**src/rtl/lcdc_pkg.sv**
```systemverilog
// shared types and constants of the lcd controller command and data path
package lcdc_pkg;

  localparam logic [7:0] CMD_SOFT_RESET  = 8'h01;
  localparam logic [7:0] CMD_INV_OFF     = 8'h20;
  localparam logic [7:0] CMD_INV_ON      = 8'h21;
  localparam logic [7:0] CMD_DISP_OFF    = 8'h28;
  localparam logic [7:0] CMD_DISP_ON     = 8'h29;
  localparam logic [7:0] CMD_COL_WIN     = 8'h2A;
  localparam logic [7:0] CMD_ROW_WIN     = 8'h2B;
  localparam logic [7:0] CMD_MEM_WRITE   = 8'h2C;
  localparam logic [7:0] CMD_COLOUR_MODE = 8'h3A;

  localparam logic [2:0] MODE_12BIT = 3'd3;
  localparam logic [2:0] MODE_16BIT = 3'd5;
  localparam logic [2:0] MODE_18BIT = 3'd6;

  localparam logic       OP_COMMAND = 1'b0;

  localparam int QUEUE_DEPTH = 4;

  typedef enum logic [1:0] {
    ENT_PIXEL,
    ENT_COL_WIN,
    ENT_ROW_WIN,
    ENT_CUR_RESET
  } ent_kind_t;

  typedef struct packed {
    ent_kind_t  kind;
    logic       two_pix;
    logic [7:0] r0;
    logic [7:0] g0;
    logic [7:0] b0;
    logic [7:0] r1;
    logic [7:0] g1;
    logic [7:0] b1;
    logic       inv;
    logic       disp;
    logic [7:0] win_first;
    logic [7:0] win_last;
  } q_entry_t;

  typedef struct packed {
    logic [7:0] x;
    logic [7:0] y;
    logic [7:0] r;
    logic [7:0] g;
    logic [7:0] b;
    logic       on_panel;
    logic       inv;
    logic       disp;
    logic       last;
  } pix_out_t;

endpackage

```
**src/rtl/lcdc_front.sv**
```systemverilog
// front end: command decode, parameter collection and pixel packing
module lcdc_front (
  input  logic              clk,
  input  logic              rst,
  input  logic              in_valid,
  output logic              in_ready,
  input  logic              in_op,
  input  logic [7:0]        in_byte,
  input  logic              q_full,
  output logic              q_push,
  output lcdc_pkg::q_entry_t q_data
);
  import lcdc_pkg::*;

  logic [2:0] colour_mode, colour_mode_next;
  logic       invert_flag, invert_flag_next;
  logic       display_flag, display_flag_next;
  logic [7:0] pending_command, pending_command_next;
  logic [2:0] param_index, param_index_next;
  logic [7:0] param_bytes [4];
  logic [7:0] param_bytes_next [4];
  logic [7:0] pixel_bytes [3];
  logic [7:0] pixel_bytes_next [3];
  logic [1:0] pixel_byte_index, pixel_byte_index_next;

  logic       accept;
  logic [7:0] pb_m [3];
  logic [1:0] idx_inc;
  q_entry_t   ent;
  logic       push;

  assign in_ready = !q_full;
  assign accept   = in_valid && !q_full;

  always_comb begin
    for (int i = 0; i < 3; i++) begin
      pb_m[i] = (pixel_byte_index == 2'(i)) ? in_byte : pixel_bytes[i];
    end
  end

  assign idx_inc = pixel_byte_index + 2'd1;

  always_comb begin
    colour_mode_next      = colour_mode;
    invert_flag_next      = invert_flag;
    display_flag_next     = display_flag;
    pending_command_next  = pending_command;
    param_index_next      = param_index;
    param_bytes_next      = param_bytes;
    pixel_bytes_next      = pixel_bytes;
    pixel_byte_index_next = pixel_byte_index;
    push                  = 1'b0;
    ent                   = '0;
    ent.inv               = invert_flag;
    ent.disp              = display_flag;
    if (in_op == OP_COMMAND) begin
      unique case (in_byte)
        CMD_INV_OFF:  invert_flag_next = 1'b0;
        CMD_INV_ON:   invert_flag_next = 1'b1;
        CMD_DISP_ON:  display_flag_next = 1'b1;
        CMD_DISP_OFF: display_flag_next = 1'b0;
        CMD_SOFT_RESET: begin
          colour_mode_next  = MODE_18BIT;
          invert_flag_next  = 1'b0;
          display_flag_next = 1'b0;
          ent.kind          = ENT_CUR_RESET;
          push              = 1'b1;
        end
        default: begin
          pending_command_next = in_byte;
          param_index_next     = 3'd0;
        end
      endcase
    end else if (pending_command == CMD_MEM_WRITE) begin
      pixel_bytes_next      = pb_m;
      pixel_byte_index_next = idx_inc;
      ent.kind              = ENT_PIXEL;
      if (colour_mode == MODE_16BIT && idx_inc >= 2'd2) begin
        ent.r0                = {pb_m[0][7:3], 3'b000};
        ent.g0                = {pb_m[0][2:0], pb_m[1][7:5], 2'b00};
        ent.b0                = {pb_m[1][4:0], 3'b000};
        push                  = 1'b1;
        pixel_byte_index_next = 2'd0;
      end else if (idx_inc == 2'd3) begin
        if (colour_mode == MODE_18BIT) begin
          ent.r0 = {pb_m[0][7:2], 2'b00};
          ent.g0 = {pb_m[1][7:2], 2'b00};
          ent.b0 = {pb_m[2][7:2], 2'b00};
          push   = 1'b1;
        end else if (colour_mode == MODE_12BIT) begin
          ent.two_pix = 1'b1;
          ent.r0      = {pb_m[0][7:4], 4'h0};
          ent.g0      = {pb_m[0][3:0], 4'h0};
          ent.b0      = {pb_m[1][7:4], 4'h0};
          ent.r1      = {pb_m[1][3:0], 4'h0};
          ent.g1      = {pb_m[2][7:4], 4'h0};
          ent.b1      = {pb_m[2][3:0], 4'h0};
          push        = 1'b1;
        end
        pixel_byte_index_next = 2'd0;
      end
    end else begin
      if (param_index < 3'd4) begin
        param_bytes_next[param_index[1:0]] = in_byte;
        param_index_next = param_index + 3'd1;
      end
      if (pending_command == CMD_COL_WIN && param_index_next == 3'd4) begin
        ent.kind             = ENT_COL_WIN;
        ent.win_first        = param_bytes_next[1];
        ent.win_last         = param_bytes_next[3];
        push                 = 1'b1;
        pending_command_next = 8'h00;
        param_index_next     = 3'd0;
      end else if (pending_command == CMD_ROW_WIN && param_index_next == 3'd4) begin
        ent.kind             = ENT_ROW_WIN;
        ent.win_first        = param_bytes_next[1];
        ent.win_last         = param_bytes_next[3];
        push                 = 1'b1;
        pending_command_next = 8'h00;
        param_index_next     = 3'd0;
      end else if (pending_command == CMD_COLOUR_MODE && param_index_next == 3'd1) begin
        if (param_bytes_next[0] == {5'd0, MODE_12BIT} ||
            param_bytes_next[0] == {5'd0, MODE_16BIT} ||
            param_bytes_next[0] == {5'd0, MODE_18BIT}) begin
          colour_mode_next = param_bytes_next[0][2:0];
        end
        pending_command_next = 8'h00;
        param_index_next     = 3'd0;
      end
    end
  end

  always_ff @(posedge clk) begin
    if (rst) begin
      colour_mode      <= MODE_18BIT;
      invert_flag      <= 1'b0;
      display_flag     <= 1'b0;
      pending_command  <= 8'h00;
      param_index      <= 3'd0;
      pixel_byte_index <= 2'd0;
    end else if (accept) begin
      colour_mode      <= colour_mode_next;
      invert_flag      <= invert_flag_next;
      display_flag     <= display_flag_next;
      pending_command  <= pending_command_next;
      param_index      <= param_index_next;
      pixel_byte_index <= pixel_byte_index_next;
    end
  end

  always_ff @(posedge clk) begin
    if (accept) begin
      param_bytes <= param_bytes_next;
      pixel_bytes <= pixel_bytes_next;
    end
  end

  assign q_push = accept && push;
  assign q_data = ent;

endmodule

```
**src/rtl/lcdc_queue.sv**
```systemverilog
// short queue of decoded work between front and back
module lcdc_queue (
  input  logic               clk,
  input  logic               rst,
  input  logic               push,
  input  lcdc_pkg::q_entry_t push_data,
  input  logic               pop,
  output lcdc_pkg::q_entry_t head,
  output logic               not_empty,
  output logic               full
);
  import lcdc_pkg::*;

  localparam int PtrW = $clog2(QUEUE_DEPTH);

  q_entry_t          mem [QUEUE_DEPTH];
  logic [PtrW-1:0]   wr_ptr, rd_ptr;
  logic [PtrW:0]     count;

  always_ff @(posedge clk) begin
    if (rst) begin
      wr_ptr <= '0;
      rd_ptr <= '0;
      count  <= '0;
    end else begin
      if (push) wr_ptr <= wr_ptr + PtrW'(1);
      if (pop) rd_ptr <= rd_ptr + PtrW'(1);
      count <= count + (PtrW+1)'(push) - (PtrW+1)'(pop);
    end
  end

  always_ff @(posedge clk) begin
    if (push) mem[wr_ptr] <= push_data;
  end

  assign head      = mem[rd_ptr];
  assign not_empty = (count != '0);
  assign full      = (count == (PtrW+1)'(QUEUE_DEPTH));

endmodule

```
**src/rtl/lcdc_back.sv**
```systemverilog
// back end: window and cursor tracking, pixel emission into the output register
module lcdc_back #(
  parameter int PANEL_WIDTH  = 160,
  parameter int PANEL_HEIGHT = 128
) (
  input  logic               clk,
  input  logic               rst,
  input  lcdc_pkg::q_entry_t head,
  input  logic               head_valid,
  output logic               pop,
  output logic               out_valid,
  input  logic               out_ready,
  output lcdc_pkg::pix_out_t out_pix
);
  import lcdc_pkg::*;

  logic [7:0] window_x_first, window_x_first_next;
  logic [7:0] window_x_last, window_x_last_next;
  logic [7:0] window_y_first, window_y_first_next;
  logic [7:0] window_y_last, window_y_last_next;
  logic [7:0] column_cursor, column_cursor_next;
  logic [7:0] row_cursor, row_cursor_next;
  logic       sub, sub_next;
  logic       out_valid_next;
  pix_out_t   out_pix_next;
  logic       load;

  logic       out_free;
  logic [7:0] col_inc, col_adv, row_mid, row_adv;
  logic       last_pix;

  assign out_free = !out_valid || out_ready;

  always_comb begin
    col_inc = column_cursor + 8'd1;
    if (col_inc > window_x_last) begin
      col_adv = window_x_first;
      row_mid = row_cursor + 8'd1;
    end else begin
      col_adv = col_inc;
      row_mid = row_cursor;
    end
    row_adv = (row_mid > window_y_last) ? window_y_first : row_mid;
  end

  assign last_pix = !head.two_pix || sub;

  always_comb begin
    window_x_first_next = window_x_first;
    window_x_last_next  = window_x_last;
    window_y_first_next = window_y_first;
    window_y_last_next  = window_y_last;
    column_cursor_next  = column_cursor;
    row_cursor_next     = row_cursor;
    sub_next            = sub;
    pop                 = 1'b0;
    load                = 1'b0;
    out_pix_next.x        = column_cursor;
    out_pix_next.y        = row_cursor;
    out_pix_next.r        = sub ? head.r1 : head.r0;
    out_pix_next.g        = sub ? head.g1 : head.g0;
    out_pix_next.b        = sub ? head.b1 : head.b0;
    out_pix_next.on_panel = ({1'b0, column_cursor} < 9'(PANEL_WIDTH)) &&
                            ({1'b0, row_cursor} < 9'(PANEL_HEIGHT));
    out_pix_next.inv      = head.inv;
    out_pix_next.disp     = head.disp;
    out_pix_next.last     = last_pix;
    if (head_valid) begin
      unique case (head.kind)
        ENT_PIXEL: begin
          if (out_free) begin
            load               = 1'b1;
            column_cursor_next = col_adv;
            row_cursor_next    = row_adv;
            if (last_pix) begin
              pop      = 1'b1;
              sub_next = 1'b0;
            end else begin
              sub_next = 1'b1;
            end
          end
        end
        ENT_COL_WIN: begin
          window_x_first_next = head.win_first;
          window_x_last_next  = head.win_last;
          column_cursor_next  = head.win_first;
          pop                 = 1'b1;
        end
        ENT_ROW_WIN: begin
          window_y_first_next = head.win_first;
          window_y_last_next  = head.win_last;
          row_cursor_next     = head.win_first;
          pop                 = 1'b1;
        end
        ENT_CUR_RESET: begin
          column_cursor_next = 8'd0;
          row_cursor_next    = 8'd0;
          pop                = 1'b1;
        end
        default: pop = 1'b0;
      endcase
    end
    out_valid_next = out_free ? load : out_valid;
  end

  always_ff @(posedge clk) begin
    if (rst) begin
      window_x_first <= 8'd0;
      window_x_last  <= 8'd0;
      window_y_first <= 8'd0;
      window_y_last  <= 8'd0;
      column_cursor  <= 8'd0;
      row_cursor     <= 8'd0;
      sub            <= 1'b0;
      out_valid      <= 1'b0;
    end else begin
      window_x_first <= window_x_first_next;
      window_x_last  <= window_x_last_next;
      window_y_first <= window_y_first_next;
      window_y_last  <= window_y_last_next;
      column_cursor  <= column_cursor_next;
      row_cursor     <= row_cursor_next;
      sub            <= sub_next;
      out_valid      <= out_valid_next;
    end
  end

  always_ff @(posedge clk) begin
    if (load) out_pix <= out_pix_next;
  end

endmodule

```
**src/rtl/lcd_controller_command_data_path_core.sv**
```systemverilog
// top level of the lcd controller command and data path
// path: a byte that finishes a pixel is written into the work queue, then loaded into the output register on m_axis
// throughput: one byte per cycle; a byte that finishes two pixels gives two output beats, tlast low on the first
// the input stalls only while the four-entry work queue is full
// reset: synchronous, clears modes, flags, window, cursors and queue; byte stores keep contents
module lcd_controller_command_data_path_core #(
  parameter int PANEL_WIDTH  = 160,
  parameter int PANEL_HEIGHT = 128
) (
  input  logic        clk,
  input  logic        rst,
  input  logic        s_axis_tvalid,
  output logic        s_axis_tready,
  input  logic [7:0]  s_axis_tdata,  // byte_value
  input  logic [0:0]  s_axis_tuser,  // operation
  output logic        m_axis_tvalid,
  input  logic        m_axis_tready,
  output logic [39:0] m_axis_tdata,  // pixel_x, pixel_y, red, green, blue
  output logic [2:0]  m_axis_tuser,  // on_panel, inverted_now, display_enabled
  output logic        m_axis_tlast   // last_of_run
);
  import lcdc_pkg::*;

  q_entry_t q_push_data;
  q_entry_t q_head;
  logic     q_push;
  logic     q_pop;
  logic     q_not_empty;
  logic     q_full;
  pix_out_t out_pix;

  lcdc_front u_front (
    .clk      (clk),
    .rst      (rst),
    .in_valid (s_axis_tvalid),
    .in_ready (s_axis_tready),
    .in_op    (s_axis_tuser[0]),
    .in_byte  (s_axis_tdata),
    .q_full   (q_full),
    .q_push   (q_push),
    .q_data   (q_push_data)
  );

  lcdc_queue u_queue (
    .clk       (clk),
    .rst       (rst),
    .push      (q_push),
    .push_data (q_push_data),
    .pop       (q_pop),
    .head      (q_head),
    .not_empty (q_not_empty),
    .full      (q_full)
  );

  lcdc_back #(
    .PANEL_WIDTH  (PANEL_WIDTH),
    .PANEL_HEIGHT (PANEL_HEIGHT)
  ) u_back (
    .clk        (clk),
    .rst        (rst),
    .head       (q_head),
    .head_valid (q_not_empty),
    .pop        (q_pop),
    .out_valid  (m_axis_tvalid),
    .out_ready  (m_axis_tready),
    .out_pix    (out_pix)
  );

  assign m_axis_tdata = {out_pix.b, out_pix.g, out_pix.r, out_pix.y, out_pix.x};
  assign m_axis_tuser = {out_pix.disp, out_pix.inv, out_pix.on_panel};
  assign m_axis_tlast = out_pix.last;

  a_pop_needs_entry: assert property (@(posedge clk) disable iff (rst)
    q_pop |-> q_not_empty)
    else $error("queue popped while empty");

  a_no_push_when_full: assert property (@(posedge clk) disable iff (rst)
    q_full |-> !q_push)
    else $error("queue pushed while full");

  a_second_pixel_follows: assert property (@(posedge clk) disable iff (rst)
    (m_axis_tvalid && m_axis_tready && !m_axis_tlast) |=> m_axis_tvalid)
    else $error("second pixel of a byte did not follow");

  a_reset_clears_output: assert property (@(posedge clk)
    rst |=> !m_axis_tvalid)
    else $error("output valid after reset");

endmodule
```
**config.mk**
```make
export PLATFORM = sky130hd
export DESIGN_NAME = lcd_controller_command_data_path_core
export DESIGN_NICKNAME = d
export VERILOG_FILES = /design/src/rtl/lcdc_pkg.sv /design/src/rtl/lcdc_front.sv /design/src/rtl/lcdc_queue.sv /design/src/rtl/lcdc_back.sv /design/src/rtl/lcd_controller_command_data_path_core.sv
export SDC_FILE = /design/constraint.sdc
export NUM_CORES = 1
export LEC_CHECK = 0
export BUFFER_PORTS_ARGS = -buffer_cell sky130_fd_sc_hd__buf_2
export CAP_MARGIN = 20
export CORE_UTILIZATION = 35
export CTS_BUF_LIST = sky130_fd_sc_hd__clkbuf_4 sky130_fd_sc_hd__clkbuf_8
export CTS_CLUSTER_SIZE = 28
export DETAILED_ROUTE_END_ITERATION = 8
export GPL_TIMING_DRIVEN = 0
export PLACE_DENSITY_LB_ADDON = 0.25
export SYNTH_ARGS = -nofsm -noshare
export SYNTH_HDL_FRONTEND = slang
export SYNTH_SLANG_ARGS = --single-unit
```
**constraint.sdc**
```tcl
create_clock -name clk -period 10.4 [get_ports clk]
set_input_delay 0 -clock clk [delete_from_list [all_inputs] [get_ports clk]]
set_output_delay 0 -clock clk [all_outputs]
set_load 0.005 [all_outputs]
```
---- After elaboration in Yosys (flattened, before gate mapping) ----
Memories as Yosys holds them, arrays and structs flattened. A register that Yosys moved wholly into a read port is not among the register bits.
Cells that the tools add are included.
storage, ports and cells
  register bits after elaboration ......... 175
  memories ................................ 1
  word-level logic and storage cells ...... 211
  output and inout port bits .............. 46
  RAM bits ................................ 276
cells by class
  $lt $le $gt $ge ......................... 8
  bitwise gates (word level) .............. 3
  eq/ne operators ......................... 33
  reductions and logical operators ........ 40
  $add $sub $neg .......................... 8
  muxes and demuxes ....................... 85
memory list
  memory       words  width  read ports  clocked after memory_dff  write ports  line              source
  u_queue.mem  4      69     1           1                         1            lcdc_queue.sv:16  q_entry_t mem [QUEUE_DEPTH];
operator list
  cell                                                             number
  49-bit two-way mux                                               4
  8-bit two-way mux                                                18
  24-bit two-way mux                                               4
  32-bit two-way mux                                               3
  8-bit by 6-bit == test with 1-bit output, second input constant  8
  16-bit two-way mux                                               4
  3-bit two-way mux                                                16
  8-bit one-hot mux with 3 select lines                            2
  32-bit bitwise mux                                               1
  3-bit AND reduction                                              8
  1-bit two-way mux                                                20
  2-bit two-way mux                                                9
  8-bit by 1-bit adder with 8-bit output, second input constant    2
  8-bit demux with 2-bit select                                    1
  8-bit by 3-bit == test with 1-bit output, second input constant  2
  8-bit > comparator                                               2
  8-bit < comparator, second input constant                        2
  3-bit == test, second input constant                             4
  3-bit nonzero test                                               3
  2-bit == test, second input constant                             4
  8-bit by 1-bit == test with 1-bit output, second input constant  1
  8-bit by 2-bit == test with 1-bit output, second input constant  1
  1-bit logical AND                                                8
  2-bit by 1-bit != test with 1-bit output, second input constant  4
  27 further kinds                                                 46

---- Longest topological paths before layout ----
  depth after elaboration ................. 18
  mapped depth ............................ 19

---- Cells and area by module ----
From an unflattened synthesis, not the netlist that was laid out.
second synthesis, totals
  cells, all modules ...................... 1203
  area total of the unflattened synthesis .. 18820.6 µm²
by module, submodules not included
  module      cells each  instances  area each (µm²)
  lcdc_queue  403         1          10402.5
  lcdc_back   457         1          4594.4
  lcdc_front  343         1          3823.7

---- Least setup slack after synthesis ----
Ideal clock, no wire load.
  path kind ............................... reg2reg
  start point ............................. reg u_back.column_cursor[0]
  end point ............................... reg u_back.row_cursor[5]
  data required time ...................... 10.308 ns
  stages on the path, launching flop included .. 19
  slack ................................... 6.394 ns
  setup time .............................. 0.092 ns
  buffers on the path ..................... 1
  data arrival time ....................... 3.914 ns
  path through ............................ dfxtp_1 > ha_1 > nand3_1 > nor2_1 > xor2_1 > ha_1 > o21ai_0 > nor2_1 > o31a_1 > mux2_2 > ha_1 > nor2b_1 > o21ai_0 > a21boi_0 > o31a_1 > clkbuf_1 > or2_2 > o31a_1 > o32ai_1
between the ends
  longest elaborated chain between the ends .. 7
RTL lines
  element                                     line              source
  from (decl)                                 lcdc_back.sv:21   logic [7:0] column_cursor, column_cursor_next;
  from (signal assigned)                      lcdc_back.sv:121  column_cursor <= column_cursor_next;
  8-bit by 1-bit adder with 8-bit output (*)  lcdc_back.sv:35   col_inc = column_cursor + 8'd1;
  8-bit > comparator (*)                      lcdc_back.sv:36   if (col_inc > window_x_last) begin
  8-bit two-way mux (*)                       lcdc_back.sv:36
  8-bit > comparator                          lcdc_back.sv:43   row_adv = (row_mid > window_y_last) ? window_y_first : row_mid;
  8-bit two-way mux (*)                       lcdc_back.sv:43
  8-bit two-way mux (*)                       lcdc_back.sv:71   if (out_free) begin
  8-bit one-hot mux with 3 select lines (*)   lcdc_back.sv:69   unique case (head.kind)
  to (signal assigned)                        lcdc_back.sv:122  row_cursor <= row_cursor_next;
  to (decl)                                   lcdc_back.sv:22   logic [7:0] row_cursor, row_cursor_next;
Mark *: on every way between the ends. The rest lies on a longest branch, timed or not. The select of a mux whose other input is x is not followed.
A chain may end at the register's enable or synchronous reset.

---- Final worst setup path ----
Same ends and word-level chain as after synthesis.

==> run summary <==
area of the die: 0.0454 mm2
ys async rst share: 0%
relative slew slack: 37.5%
dominant cell by count in the synthesized netlist: edfxtp_1
Seq/Total Area, Yosys: 65.7%
share of layout cells above drive strength 1: 23.3%
CTS clk-pin slew, worst paths: 60 ps
final setup violation count: 0
top area cells in the synthesized netlist: edfxtp_1 (56%), dfxtp_1 (9.9%), mux4_2 (7.1%)
net count of the finished layout: 1257
root buffer cell: clkbuf_8
final-report max-slew violation count: 0
wire length per cell after detailed routing: 19.1 um
final critical path time including I/O delays and setup: 4890 ps
TritonCTS clock tree: built
number of instances in the synthesized netlist: 1080
Core Rows: 76
number of sinks handled by clock tree synthesis: 367
H-Tree Depth: 2
CTS buffer count: 59
via count of the first global-routing pass: 9264
Power Dens Cells: 243 mW/mm2
buffers added on ports: 49
first-pass GRT wire length: 54000 um
Worst Hold Endpoint: u_front.pending_command[2]$_SDFFE_PP0P_
synthesized cell area: 0.0156 mm2
warning count from the yosys run: 0
Critical Path Start Type: flop
IR Drop Worst-Case VDD: 0.0000995 V
global placer's final weighted congestion: 0.843
average size of a mapped cell: 14.4 um2
number of antenna violations at the first check in global routing: 1
Vias per Instance: 5.00
Global Route Usage Sum: 15.9%
wire length reported by the detailed router: 35300 um
maximum clock rate: 205 MHz
number of placed I/O pins: 59
worst flop-to-flop path endpoint: u_back.row_cursor[5]$_SDFFE_PP0P_
sum of overflow across all layers after global routing: 0
cell type with the highest aggregate area in the netlist: edfxtp_1
actual slew at the worst max-slew pin: 936 ps
area growth from synthesis to layout: 15.5%
clock network latency to the later pin of the worst-skew pair: 630 ps
Core Footprint: 0.0436 mm2
R2R depth: 19
Final Cycle Share: 47.0%
critical path launch point: u_back.column_cursor[0]$_SDFFE_PP0P_
drt first-iter violations: 645
quantity of gates resized following cts: 0
DRC violations left: 0
critical path required time: 10930 ps
Synth top cells by count: edfxtp_1 (290), nand2_1 (101), dfxtp_1 (77)
filler cell count: 4101
max cap viols: 0
Leak: 6.02 nW
RSZ-0062 raised after global routing: no
hold-critical path depth: 2
DP HPWL: 23300 um
Clock Tree Buf Depth: 3
number of hold-slack violations in the final timing report: 0
final clock skew: 23.0 ps
first drt pass iteration count: 5
Most common cell on crit path: ha_1
post-CTS setup repair buffer count: 0
starting density of the core: 35.8%
pin count of the biggest net entering global routing: 52
Crit-path slowest cell: dfxtp_1
family with the most delay on the worst path: simple AND/OR/NAND/NOR gates
Netlist cell types: 66
number of nets with antenna violations after detailed routing: 0
post-synth top area share: 55.8%
EDFF count, synth: 290
highest fanout seen on the critical path: 8
PnR Total Power: 4.37 mW
arrival time reported for the critical path endpoint: 5420 ps
result of the run: complete, no violations
worst hold start: s_axis_tdata[2]
TNS Setup: 0 ps
buffers and inverters on the worst path: 1
flops & latches, synth: 367
total vias in the final route: 9237
Critical Path Sink Type: flop
Die H: 213 um
reg-to-reg slack, setup: 5510 ps
Post-synth top flop: edfxtp_1
worst min path class: in -> reg
worst flop-to-flop path startpoint: u_back.column_cursor[0]$_SDFFE_PP0P_
kind of critical path: reg -> reg
Largest stage delay, worst path: 470 ps
crit-path cells: ha_1, nand3_1, nor2_1, xor2_1, ha_1, o21ai_0, nor2_1, nand4b_1, and3_1, nand2_1, xnor2_1, ha_1, and4_1, a21boi_0, o31a_1, clkbuf_1, or2_2, o31a_1, o32ai_1
chip width: 213 um
-- registers in the layout (all words and copies together), names as in the netlist, 2 cells and up, named ones only --
register	cells
u_front.param_bytes	24
u_front.pixel_byte_index	2
u_front.param_index	3
u_queue.wr_ptr	2
u_front.pending_command	8
u_back.window_y_first	8
u_back.column_cursor	8
u_back.window_x_last	8
u_queue.mem	204
u_queue.count	3
u_back.window_x_first	8
u_back.out_pix	38
u_back.window_y_last	8
u_queue.rd_ptr	2
u_front.colour_mode	3
u_front.pixel_bytes	24
u_back.row_cursor	8
-- timing repair --
item	4_1_cts	5_1_grt
setup endpoints to repair	0	0
hold buffers	12	0
hold endpoints to repair	55	0
-- per-stage QoR --
stage / cell area, um2 / hold WS (ps) / cells / utilization, % / setup WS (ps)
6_report: 18000 / 81.1 / 1846 / 41.4 / 5510
5_1_grt: 18000 / 58.2 / 1846 / 41.4 / 5130
4_1_cts: 18000 / 20.5 / 1845 / 41.4 / 5530
3_5_place_dp: 16700 / 379 / 1723 / 38.4 / 5560
3_3_place_gp: 16600 / 392 / 1719 / 38.1 / 5390
2_1_floorplan: 15600 / 133 / 1085 / - / 6390
-- cells by family (layout without fill, tap and decap cells) --
logic type,count (synthesis),in the layout,share of synthesized area (%)
compound gates,147,147,6.12
xor+xnor,21,21,1.18
fa+ha+maj,33,33,2.69
buf+inv,98,273,2.61
flops,367,367,65.7
mux,128,128,12.6
other cells,1,7,0.0240
simple gates,285,285,9.10
-- worst max-delay path by stage --
| stage | end | slack (ps) | depth (start not counted) |
|---|---|---|---|
| CTS | u_back.row_cursor[5]$_SDFFE_PP0P_ | 5530 | 19 |
| global placement | u_queue.mem[0][31]$_DFFE_PP_ | 5390 | 8 |
| global route | u_back.row_cursor[5]$_SDFFE_PP0P_ | 5130 | 19 |
| floorplan | u_back.row_cursor[5]$_SDFFE_PP0P_ | 6390 | 18 |
| finish | u_back.row_cursor[5]$_SDFFE_PP0P_ | 5510 | 19 |
| detailed placement | u_back.row_cursor[5]$_SDFFE_PP0P_ | 5560 | 19 |
-- routing by layer --
metal | wire length [um] | vias to the layer above | GRT usage (%)
met1 | 16300 | 4627 | 21.7
li1 | - | 4340 | -
met4 | 714 | 0 | 4.73
met2 | 16700 | 213 | 25.5
met3 | 1620 | 57 | 3.38
met5 | 0 | - | 0
-- cell type report --
class	count	area (um2)	share of cell area, %
clock buffers	83	1040	5.79
well taps	585	732	4.06
plain buffers	54	243	1.35
inverters	44	165	0.917
diodes	1	2.50	0.0139
repair buffers	65	450	2.50
clock inverters	27	145	0.806
flip-flops and latches	367	10200	56.9
multi-input cells	620	4990	27.7
-- cells in the final DEF (no fill, tap or decap), drive strengths merged, types with 4 or more instances in the layout --
master / Yosys / layout
nand2: 101 / 101
clkinv: 0 / 26
and2: 6 / 6
xor2: 7 / 7
nand2b: 11 / 11
edfxtp: 290 / 290
nor3: 9 / 9
inv: 44 / 44
a31oi: 11 / 11
and3: 15 / 15
o22ai: 8 / 8
nor2: 64 / 64
ha: 32 / 32
mux2i: 25 / 25
nor2b: 36 / 36
xnor2: 14 / 14
mux4: 49 / 49
a311oi: 6 / 6
mux2: 54 / 54
a21oi: 57 / 57
conb: 1 / 6
o21ai: 13 / 13
o211ai: 4 / 4
or2: 5 / 5
nand4: 9 / 9
a22oi: 8 / 8
dfxtp: 77 / 77
nand3: 8 / 8
o31a: 5 / 5
a211oi: 9 / 9
a22o: 8 / 8
clkbuf: 32 / 115
dlygate4sd3: 0 / 12
buf: 22 / 74
or3: 5 / 5
-- where the power goes --
| part | leakage (nW) | switching (mW) | internal [mW] |
|---|---|---|---|
| Sequential | 3.26 | 0.0815 | 1.76 |
| Clock | 0.643 | 0.568 | 0.670 |
| Combinational | 2.11 | 0.751 | 0.542 |
| Total | 6.02 | 1.40 | 2.97 |
Power figures use the tool's default switching activity.
